## config.mk

```make
export PLATFORM = sky130hd
export DESIGN_NAME = key_debounce_event_fifo
export DESIGN_NICKNAME = d
export VERILOG_FILES = /design/src/rtl/kdef_pkg.sv /design/src/rtl/kdef_key_unit.sv /design/src/rtl/kdef_code_fifo.sv /design/src/rtl/key_debounce_event_fifo.sv
export SDC_FILE = /design/constraint.sdc
export NUM_CORES = 1
export LEC_CHECK = 0
export BUFFER_PORTS_ARGS = -buffer_cell sky130_fd_sc_hd__buf_2
export CAP_MARGIN = 10
export CORE_UTILIZATION = 45
export DETAILED_ROUTE_END_ITERATION = 7
export MAX_ROUTING_LAYER = met4
export SLEW_MARGIN = 20
export SYNTH_ARGS = -nofsm -noshare
export SYNTH_HDL_FRONTEND = slang
export SYNTH_SLANG_ARGS = --single-unit
```

## constraint.sdc

```tcl
create_clock -name clock -period 13.1 [get_ports clock]
set_input_delay 1.31 -clock clock [delete_from_list [all_inputs] [get_ports clock]]
set_output_delay 1.31 -clock clock [all_outputs]
set_load 0.1 [all_outputs]
```

## src/rtl/kdef_pkg.sv

```systemverilog
// Shared types and constants for the key debounce and event-code FIFO block.
// Used by the key update unit, the code FIFO, the top level and the checker.
// No dependencies.
package kdef_pkg;

   // Field widths that the interface fixes.
   localparam int unsigned LEVELS_W  = 4;
   localparam int unsigned CODE_W    = 4;
   localparam int unsigned KEY_ID_W  = 4;
   localparam int unsigned CNT_W     = 5;
   localparam int unsigned FILTER_W  = 4;
   localparam int unsigned TIME_W    = 16;
   localparam int unsigned CSR_DW    = 16;
   localparam int unsigned CSR_AW    = 2;
   localparam int unsigned TDATA_W   = 8;

   // Reset values of the settings and the debounce counters.
   localparam logic [FILTER_W-1:0] FILTER_TIME_RST  = 4'd5;
   localparam logic [TIME_W-1:0]   LONG_TIME_RST    = 16'd100;
   localparam logic [TIME_W-1:0]   REPEAT_SPEED_RST = 16'd0;
   localparam logic [CNT_W-1:0]    DEBOUNCE_RST     = 5'd2;

   // Event code offsets from the key base of three times the key index.
   localparam logic [CODE_W-1:0] CODE_PRESS   = 4'd1;
   localparam logic [CODE_W-1:0] CODE_RELEASE = 4'd2;
   localparam logic [CODE_W-1:0] CODE_LONG    = 4'd3;

   // Register indexes of the configuration port.
   typedef enum logic [CSR_AW-1:0] {
      CSR_FILTER_TIME  = 2'd0,
      CSR_LONG_TIME    = 2'd1,
      CSR_REPEAT_SPEED = 2'd2
   } kdef_csr_idx_type;

   // Stored state of one key.
   typedef struct packed {
      logic [CNT_W-1:0]  debounce_cnt;
      logic              pressed;
      logic [TIME_W-1:0] long_cnt;
      logic [TIME_W-1:0] repeat_cnt;
   } kdef_key_state_type;

   // Settings that the key unit reads.
   typedef struct packed {
      logic [FILTER_W-1:0] filter_time;
      logic [TIME_W-1:0]   long_time;
      logic [TIME_W-1:0]   repeat_speed;
   } kdef_cfg_type;

   // Result of one key update: next state and up to two codes to queue.
   typedef struct packed {
      kdef_key_state_type  next_state;
      logic                push1;
      logic [CODE_W-1:0]   code1;
      logic                push2;
      logic [CODE_W-1:0]   code2;
   } kdef_key_result_type;

   // Control from the sequencer to the code FIFO.
   typedef struct packed {
      logic              push;
      logic [CODE_W-1:0] push_code;
      logic              pop;
   } kdef_fifo_ctl_type;

endpackage

```

## src/rtl/kdef_key_unit.sv

```systemverilog
// Shared key update unit: debounce, long-press and repeat logic for one key.
// Purely combinational; the sequencer feeds it one key per cycle, pausing for a second push.
// Depends on kdef_pkg.
module kdef_key_unit
   import kdef_pkg::*;
(
   input  logic                key_down,
   input  logic [KEY_ID_W-1:0] key_id,
   input  kdef_key_state_type  cur_state,
   input  kdef_cfg_type        cfg,
   output kdef_key_result_type result
);

   logic [CNT_W-1:0]    filter_lo;
   logic [CNT_W-1:0]    filter_hi;
   logic [CODE_W+1:0]   base_wide;
   logic [CODE_W-1:0]   base;
   logic [TIME_W-1:0]   long_inc;
   logic [TIME_W-1:0]   repeat_inc;
   logic                ev_press;
   logic                ev_second;
   logic [CODE_W-1:0]   second_code;
   kdef_key_state_type  nxt;

   // Code base is three times the key index, kept to the code width.
   assign base_wide  = ({2'b00, key_id} << 1) + {2'b00, key_id};
   assign base       = base_wide[CODE_W-1:0];
   assign filter_lo  = {1'b0, cfg.filter_time};
   assign filter_hi  = {cfg.filter_time, 1'b0};
   assign long_inc   = cur_state.long_cnt + 16'd1;
   assign repeat_inc = cur_state.repeat_cnt + 16'd1;

   // Next state and events for the sampled level.
   always_comb begin
      nxt         = cur_state;
      ev_press    = 1'b0;
      ev_second   = 1'b0;
      second_code = base + CODE_LONG;
      if (key_down) begin
         if (cur_state.debounce_cnt < filter_lo) begin
            nxt.debounce_cnt = filter_lo;
         end else if (cur_state.debounce_cnt < filter_hi) begin
            nxt.debounce_cnt = cur_state.debounce_cnt + 5'd1;
         end else begin
            if (!cur_state.pressed) begin
               nxt.pressed = 1'b1;
               ev_press    = 1'b1;
            end
            if (cfg.long_time != '0) begin
               if (cur_state.long_cnt < cfg.long_time) begin
                  nxt.long_cnt = long_inc;
                  if (long_inc == cfg.long_time) begin
                     ev_second = 1'b1;
                  end
               end else if (cfg.repeat_speed != '0) begin
                  // Repeat phase: a press code each time the count meets the rate.
                  if (repeat_inc == cfg.repeat_speed) begin
                     nxt.repeat_cnt = '0;
                     ev_second      = 1'b1;
                     second_code    = base + CODE_PRESS;
                  end else begin
                     nxt.repeat_cnt = repeat_inc;
                  end
               end
            end
         end
      end else begin
         if (cur_state.debounce_cnt > filter_lo) begin
            nxt.debounce_cnt = filter_lo;
         end else if (cur_state.debounce_cnt != '0) begin
            nxt.debounce_cnt = cur_state.debounce_cnt - 5'd1;
         end else if (cur_state.pressed) begin
            nxt.pressed = 1'b0;
            ev_press    = 1'b1;
            second_code = base + CODE_LONG;
         end
         nxt.long_cnt   = '0;
         nxt.repeat_cnt = '0;
      end
   end

   // A release reuses the first slot; a press may be followed by a second code.
   always_comb begin
      result.next_state = nxt;
      result.push1      = ev_press | ev_second;
      if (ev_press) begin
         result.code1 = key_down ? (base + CODE_PRESS) : (base + CODE_RELEASE);
      end else begin
         result.code1 = second_code;
      end
      result.push2 = ev_press & ev_second;
      result.code2 = second_code;
   end

endmodule

```

## src/rtl/kdef_code_fifo.sv

```systemverilog
// Event code FIFO: a ring memory with read and write pointers.
// Holds FIFO_DEPTH-1 codes; a push into a full FIFO is dropped, a pop when empty gives 0.
// Depends on kdef_pkg.
module kdef_code_fifo
   import kdef_pkg::*;
#(
   parameter int unsigned FIFO_DEPTH = 16
)
(
   input  logic              clock,
   input  logic              reset,
   input  kdef_fifo_ctl_type ctl,
   output logic [CODE_W-1:0] pop_code
);

   localparam int unsigned PW = (FIFO_DEPTH > 1) ? $clog2(FIFO_DEPTH) : 1;
   localparam logic [PW-1:0] LAST_PTR = PW'(FIFO_DEPTH - 1);

   logic [CODE_W-1:0] mem [FIFO_DEPTH];
   logic [PW-1:0]     wr_ptr_ff;
   logic [PW-1:0]     rd_ptr_ff;
   logic [PW-1:0]     wr_next;
   logic [PW-1:0]     rd_next;
   logic [CODE_W-1:0] pop_code_ff;
   logic              full;
   logic              empty;

   // Pointers wrap at the depth, which need not be a power of two.
   assign wr_next = (wr_ptr_ff == LAST_PTR) ? '0 : wr_ptr_ff + 1'b1;
   assign rd_next = (rd_ptr_ff == LAST_PTR) ? '0 : rd_ptr_ff + 1'b1;
   assign full    = (wr_next == rd_ptr_ff);
   assign empty   = (rd_ptr_ff == wr_ptr_ff);

   // Pointer update and registered read.
   always_ff @(posedge clock) begin
      if (reset) begin
         wr_ptr_ff <= '0;
         rd_ptr_ff <= '0;
      end else begin
         if (ctl.push && !full) begin
            wr_ptr_ff <= wr_next;
         end
         if (ctl.pop) begin
            if (empty) begin
               pop_code_ff <= '0;
            end else begin
               pop_code_ff <= mem[rd_ptr_ff];
               rd_ptr_ff   <= rd_next;
            end
         end
      end
   end

   // Memory write port.
   always_ff @(posedge clock) begin
      if (ctl.push && !full) begin
         mem[wr_ptr_ff] <= ctl.push_code;
      end
   end

   assign pop_code = pop_code_ff;

endmodule

```

## src/rtl/key_debounce_event_fifo.sv

```systemverilog
// Key debounce with long press, auto repeat and an event-code FIFO (top level).
// Tick word: keys are updated one per cycle by the shared key unit, with an extra push step
// (S_PUSH2) for each key that queues two codes; ready returns once the last key is done.
// Read word: the code is popped in S_POP and loaded onto rsp in S_DELIVER, as ready returns;
// S_DELIVER waits while an earlier response word is still stalled on rsp.
// Synchronous active-high reset: settings 5/100/0, debounce counts 2, pointers cleared.
// The code memory is not cleared; the pointers never expose an unwritten entry.
module key_debounce_event_fifo
   import kdef_pkg::*;
#(
   parameter int unsigned NUM_KEYS   = 4,
   parameter int unsigned FIFO_DEPTH = 16
)
(
   input  logic                clock,
   input  logic                reset,
   // Request channel.
   input  logic                req_tvalid,
   output logic                req_tready,
   input  logic [TDATA_W-1:0]  req_tdata,   // [3:0] key_levels, [7:4] zero
   input  logic [0:0]          req_tuser,   // [0] op: 0 tick, 1 read
   // Response channel.
   output logic                rsp_tvalid,
   input  logic                rsp_tready,
   output logic [TDATA_W-1:0]  rsp_tdata,   // [3:0] key_code, [7:4] zero
   // Configuration port.
   input  logic                csr_we,
   input  logic [CSR_AW-1:0]   csr_addr,
   input  logic [CSR_DW-1:0]   csr_wdata
);

   localparam int unsigned KW = (NUM_KEYS > 1) ? $clog2(NUM_KEYS) : 1;
   localparam int unsigned LW = (NUM_KEYS > LEVELS_W) ? NUM_KEYS : LEVELS_W;
   localparam logic [KW-1:0] LAST_KEY = KW'(NUM_KEYS - 1);

   typedef enum logic [2:0] {
      S_IDLE,
      S_KEY,
      S_PUSH2,
      S_POP,
      S_DELIVER
   } state_type;

   state_type           state_ff;
   logic [KW-1:0]       key_ff;
   logic [LEVELS_W-1:0] levels_ff;
   logic [CODE_W-1:0]   code2_ff;
   logic                rsp_tvalid_ff;
   logic [CODE_W-1:0]   rsp_code_ff;
   kdef_cfg_type        cfg_ff;
   kdef_key_state_type  keys_ff [NUM_KEYS];

   logic [LW-1:0]       levels_ext;
   logic [NUM_KEYS-1:0] down_vec;
   logic                last_key;
   logic                deliver;
   kdef_key_result_type key_in;
   kdef_fifo_ctl_type   fifo_ctl;
   logic [CODE_W-1:0]   pop_code;

   // Keys beyond the sampled field always read as up.
   assign levels_ext = LW'(levels_ff);
   assign down_vec   = levels_ext[NUM_KEYS-1:0];
   assign last_key   = (key_ff == LAST_KEY);

   // A popped code moves to the response register once that register is free.
   assign deliver = (state_ff == S_DELIVER) && (!rsp_tvalid_ff || rsp_tready);

   kdef_key_unit u_key_unit (
      .key_down  (down_vec[key_ff]),
      .key_id    (KEY_ID_W'(key_ff)),
      .cur_state (keys_ff[key_ff]),
      .cfg       (cfg_ff),
      .result    (key_in)
   );

   // FIFO requests from the sequencer.
   always_comb begin
      fifo_ctl.push      = ((state_ff == S_KEY) && key_in.push1) || (state_ff == S_PUSH2);
      fifo_ctl.push_code = (state_ff == S_PUSH2) ? code2_ff : key_in.code1;
      fifo_ctl.pop       = (state_ff == S_POP);
   end

   kdef_code_fifo #(
      .FIFO_DEPTH (FIFO_DEPTH)
   ) u_code_fifo (
      .clock    (clock),
      .reset    (reset),
      .ctl      (fifo_ctl),
      .pop_code (pop_code)
   );

   // Sequencer, key state, settings and the response register.
   always_ff @(posedge clock) begin
      if (reset) begin
         state_ff           <= S_IDLE;
         key_ff             <= '0;
         rsp_tvalid_ff      <= 1'b0;
         cfg_ff.filter_time  <= FILTER_TIME_RST;
         cfg_ff.long_time    <= LONG_TIME_RST;
         cfg_ff.repeat_speed <= REPEAT_SPEED_RST;
         for (int i = 0; i < NUM_KEYS; i++) begin
            keys_ff[i].debounce_cnt <= DEBOUNCE_RST;
            keys_ff[i].pressed      <= 1'b0;
            keys_ff[i].long_cnt     <= '0;
            keys_ff[i].repeat_cnt   <= '0;
         end
      end else begin
         // Settings writes; unknown indexes are ignored.
         if (csr_we) begin
            if (csr_addr == CSR_FILTER_TIME) begin
               cfg_ff.filter_time <= csr_wdata[FILTER_W-1:0];
            end
            if (csr_addr == CSR_LONG_TIME) begin
               cfg_ff.long_time <= csr_wdata[TIME_W-1:0];
            end
            if (csr_addr == CSR_REPEAT_SPEED) begin
               cfg_ff.repeat_speed <= csr_wdata[TIME_W-1:0];
            end
         end

         // Response register: load a popped code, or clear once the word is taken.
         if (deliver) begin
            rsp_tvalid_ff <= 1'b1;
            rsp_code_ff   <= pop_code;
         end else if (rsp_tvalid_ff && rsp_tready) begin
            rsp_tvalid_ff <= 1'b0;
         end

         case (state_ff)
            S_IDLE: begin
               if (req_tvalid) begin
                  levels_ff <= req_tdata[LEVELS_W-1:0];
                  key_ff    <= '0;
                  state_ff  <= req_tuser[0] ? S_POP : S_KEY;
               end
            end
            S_KEY: begin
               keys_ff[key_ff] <= key_in.next_state;
               if (key_in.push2) begin
                  code2_ff <= key_in.code2;
                  state_ff <= S_PUSH2;
               end else if (last_key) begin
                  state_ff <= S_IDLE;
               end else begin
                  key_ff <= key_ff + 1'b1;
               end
            end
            S_PUSH2: begin
               if (last_key) begin
                  state_ff <= S_IDLE;
               end else begin
                  key_ff   <= key_ff + 1'b1;
                  state_ff <= S_KEY;
               end
            end
            S_POP: begin
               state_ff <= S_DELIVER;
            end
            S_DELIVER: begin
               // Wait until the response register is free.
               if (deliver) begin
                  state_ff <= S_IDLE;
               end
            end
            default: begin
               state_ff <= S_IDLE;
            end
         endcase
      end
   end

   assign req_tready = (state_ff == S_IDLE);
   assign rsp_tvalid = rsp_tvalid_ff;
   assign rsp_tdata  = TDATA_W'(rsp_code_ff);

endmodule

```

======== Yosys cells after proc, flatten, opt, wreduce, memory -nomap -nowiden ========
Memories as Yosys holds them, arrays and structs flattened. A register that Yosys moved wholly into a read port is not among the register bits.
Index checks and enable logic that the tools add are counted.
storage, ports and cells
  memories ................................ 2
  output and inout bits ................... 10
  bits in writable memories ............... 216
  flip-flop bits (word level) ............. 62
memory list
  memory           words  width  read ports  clocked after Yosys merged registers in  write ports  RTL line                       RTL
  keys_ff          4      38     1           1                                        4            key_debounce_event_fifo.sv:51  kdef_key_state_type keys_ff [NUM_KEYS];
  u_code_fifo.mem  16     4      1           1                                        1            kdef_code_fifo.sv:19           logic [CODE_W-1:0] mem [FIFO_DEPTH];
cells by class
  order comparisons ....................... 5
  reductions and logical operators ........ 26
  eq/ne operators ......................... 17
  add/sub/neg operators ................... 11
  muxes and demuxes ....................... 68
  bitwise operators ....................... 4
operators with widths
  cell                                                                    count
  38-bit two-way mux                                                      2
  33-bit two-way mux                                                      2
  16-bit two-way mux                                                      4
  4-bit two-way mux                                                       12
  38-bit OR reduction                                                     1
  16-bit by 1-bit adder with 16-bit output (second input constant)        2
  16-bit equality test                                                    2
  32-bit two-way mux                                                      1
  16-bit nonzero test                                                     2
  1-bit two-way mux                                                       29
  5-bit two-way mux                                                       4
  16-bit < comparator                                                     1
  3-bit one-hot mux with 5 select lines                                   1
  2-bit two-way mux                                                       7
  4-bit by 1-bit adder with 4-bit output (second input constant)          3
  3-bit two-way mux                                                       4
  2-bit AND reduction                                                     6
  3-bit AND reduction                                                     4
  4-bit by 2-bit adder with 4-bit output (second input constant)          2
  4-bit equality test                                                     2
  4-bit equality test (second input constant)                             2
  3-bit by 2-bit equality test with 1-bit output (second input constant)  2
  2-bit != test (second input constant)                                   3
  2-bit one-hot mux with 3 select lines                                   1
  25 further kinds                                                        32

======== Depth between registers and ports, before layout ========
  depth after elaboration ................. 15
  gate-level depth with buffers ........... 17

======== Modules after synthesis ========
From an unflattened synthesis, not the netlist that was laid out.
second synthesis, totals
  cells, all modules ...................... 1303
  area, all modules ....................... 15338.5 sq um
modules (own cells, without submodules)
  module                   instances  area each (sq um)  cells each
  key_debounce_event_fifo  1          8734.6             608
  kdef_code_fifo           1          3373.2             196
  kdef_key_unit            1          3230.6             499

======== Least setup slack after synthesis ========
No wires, ideal clock.
  kind .................................... register to register
  from .................................... register with a tool-made name
  to ...................................... memory u_code_fifo.mem[0][1], data pin
  setup slack ............................. 8189 ps
  setup time .............................. 291 ps
  cell stages (with the launch flop) ...... 17
  arrival time ............................ 4619 ps
  required time ........................... 12809 ps
  cells stage by stage .................... dfxtp_1 buf_6 buf_2 mux4_2 clkbuf_1 ha_1 and4b_1 a2111oi_1 a2111oi_0 a31oi_1 clkbuf_1 nor3_1 a31o_2 a31oi_1 nand3_1 xor2_1 a21oi_1
RTL lines
  item              RTL line
  end: declaration  kdef_code_fifo.sv:19

==> results.md <==
- CP max FO: 21
- CTS tree: done
- Vias in the first global route: roughly 10000
- Global-route wire length before repair: roughly 56 mm
- Layout Nets: ~1400
- Largest net degree at the start of global routing: about 60
- Area overhead of the layout relative to synthesis: 9.86%
- DR vias: approximately 10000
- Unique masters post-synth: 75
- Final ANT Viol Nets: 0
- DP Wirelength: between 20 and 25 mm
- Measured slew at the worst slew-check pin: around 1100 ps
- Hold Vio Cnt, Final: 0
- Total track usage: 22.1%
- Synth Cell Area: 14700 um2
- Sw power: approximately 580 uW
- Internal power: between 1.5 and 2 mW
- Slew Limit Fails: 0
- Antenna violations before repair: 0
- Synth Warn #: 0
- Status: complete, no violations
- Crit path DAT: ~6200 ps
- Gr ovfl total: 0
- Clk network pwr share: 36.2%
- Critical path data required time: 13280 ps
- Clock transition at path regs: about 60 ps
- Endpoints failing setup: 0
- VDD IR max: 0.0977 mV
- Rel. slew slack: between 20 and 25%
- Worst skew pair latency: about 570 ps
- Flop pwr share: between 40% and 50%
- Setup_tns: 0 ps
- Clock Tree Buf Depth: 3
- Commonest cells after routing, fill and taps aside: 232 x edfxtp_1, 219 x nor2_1, 126 x nand2_1, 65 x a21oi_1, 59 x mux4_2
- Crit end category: flip-flop
- RePlAce Congestion: around 0.89
- Initial DRC count: 831
- Fin crit share: between 40% and 50%
- Share of cells above drive strength 1: between 10% and 20%
- WL/cell: 19.9 um
- Lkg Pwr: about 5.5 nW
- N_diodes: 0
- Detailed Routing Iterations Pass 1: 5
- Max-Cap Viols: 0
- Postcts setup bufs: 0
- Pre-CTS WS: about 7000 ps
- Sw frac: between 20% and 30%
- Crit Path Category: flip-flop to flip-flop
- Syn Inst Count: 1282
- Commonest non-fill, non-tap cell in the layout: edfxtp_1
- DRT Wirelength: around 35 mm
- Synthesized area per cell: roughly 11 um2
- Num ports: 42
- Rows: 65
- Htree depth: 1
- Post-synth EDFFs: around 230
- # clock sinks: 284
- Vias/cell: around 5.7
- R2R Setup Slk: 7050 ps
- Cts repair resizes: 0
- Die width: about 180 um
- Seq/Total Area, Yosys: approximately 55%
- Post-route worst setup slack: approximately 7000 ps
- Synth Flop Type: edfxtp_1
- Tmin final: around 6100 ps
- Clock root cell: clkbuf_16
- Yosys reg bits: approximately 280
- Worst Clk Skew: 22.0 ps
- Area of the die: 33400 um2
- Finished Core Util: 50.8%
- Initial Util: a little under half
- Area of the core: between 30000 and 40000 um2
- IO buf count: 33
- Fill count: 2820
- Die height: around 180 um
- Total power: roughly 2.1 mW
- Worst hold path type: flip-flop to flip-flop
- Combinational cell fraction of total power: between 10% and 20%
- TritonCTS buffer count: 30
- RSZ-0062 raised after global routing: false
- Startpoint Class: flip-flop
- Hold_buf cts: 0
- Asr flop ratio synth: 0%
- PwrDens: between 100 and 150 nW/um2
- Drt drc: 0
- Fmax: around 170 MHz
[worst max-delay path, cell delays in order (launching register included)]
cell and delay [ps]:
dfxtp_2 770, buf_4 530, mux4_2 700, ha_1 360, xnor2_1 180, xnor2_1 130
nor3_1 310, nor2b_1 180, o2111ai_1 140, or4_1 700, o32a_1 450, a31oi_4 380
nand2_1 220, nor3_1 620
[final timing paths]
check                               end  cells past startpoint               startpoint
setup / recovery  u_code_fifo.mem[1][0]                     13                flip-flop
hold / removal           rsp_code_ff[3]                      0  u_code_fifo.pop_code[3]
setup reg to reg  u_code_fifo.mem[1][0]                     13                flip-flop
hold reg to reg          rsp_code_ff[3]                      0  u_code_fifo.pop_code[3]
[sequential cells by signal (all words and copies together), names as in the netlist, named ones only]
signal	flops
u_code_fifo.mem	64
u_code_fifo.rd_ptr_ff	4
rsp_code_ff	4
key_ff	2
cfg_ff	36
down_vec	4
code2_ff	4
u_code_fifo.wr_ptr_ff	4
u_code_fifo.pop_code	4
rsp_tvalid	1
keys_ff	152
state_ff	3
[cell type report]
class / count / area (um2) / share of cell area, %
Inverter: 40 / 150 / 0.930
Sequential cell: 284 / 8010 / 49.6
Timing Repair Buffer: 52 / 308 / 1.91
Tap cell: 435 / 544 / 3.37
Multi-Input combinational cell: 890 / 6240 / 38.6
Clock buffer: 42 / 806 / 4.99
Clock inverter: 12 / 83.8 / 0.519
[layer usage]
layer	global-route usage, %	routed length, um	up-vias
li1	-	-	4735
met1	29.6	15600	4940
met2	36.2	16800	239
met3	2.73	1750	44
met4	4.64	684	0
met5	-	0	-
[metrics by stage]
| stage | cell area [um2] | instances | hold WS (ps) |
|---|---|---|---|
| 2_1_floorplan | 14700 | 1285 | 400 |
| 3_3_place_gp | 15200 | 1701 | 405 |
| 3_5_place_dp | 15200 | 1701 | 405 |
| 4_1_cts | 16100 | 1755 | 419 |
| 5_1_grt | 16100 | 1755 | 426 |
| 6_report | 16100 | 1755 | 418 |
[cell usage after synthesis, types with 14 or more instances]
cell type  number  area share [%]
nor4_1         14            0.60
o21ai_0        36             1.2
clkbuf_1       45             1.1
edfxtp_1      232              47
mux4_2         59             9.0
xor2_1         26             1.6
nor3_1         40             1.4
a21oi_1        67             2.3
xnor2_1        49             2.9
nand3_1        33             1.1
inv_1          40             1.0
nor2_1        219             5.6
ha_1           39             3.3
nand2_1       126             3.2
dfxtp_1        52             7.1
[power groups by stage]
stage	combinational (mW)	sequential [mW]	clock (mW)
finish	0.332	1.03	0.777
global route	0.366	1.04	0.827
CTS	0.332	1.04	0.796
detailed placement	0.330	1.05	0
global placement	0.327	1.05	0
floorplan	0.254	1.04	0
[cell families (layout without fill, tap and decap cells)]
logic type,after synthesis,after routing,share of synthesized area [%]
other cells,1,4,0.0255
buf+inv,111,146,3.27
flops,284,284,54.5
xor+xnor,75,75,4.47
mux,73,73,10.1
simple gates,521,521,16.6
compound gates,178,178,7.69
fa+ha+maj,39,39,3.32
No activity file was read; power rests on OpenSTA's default activity.
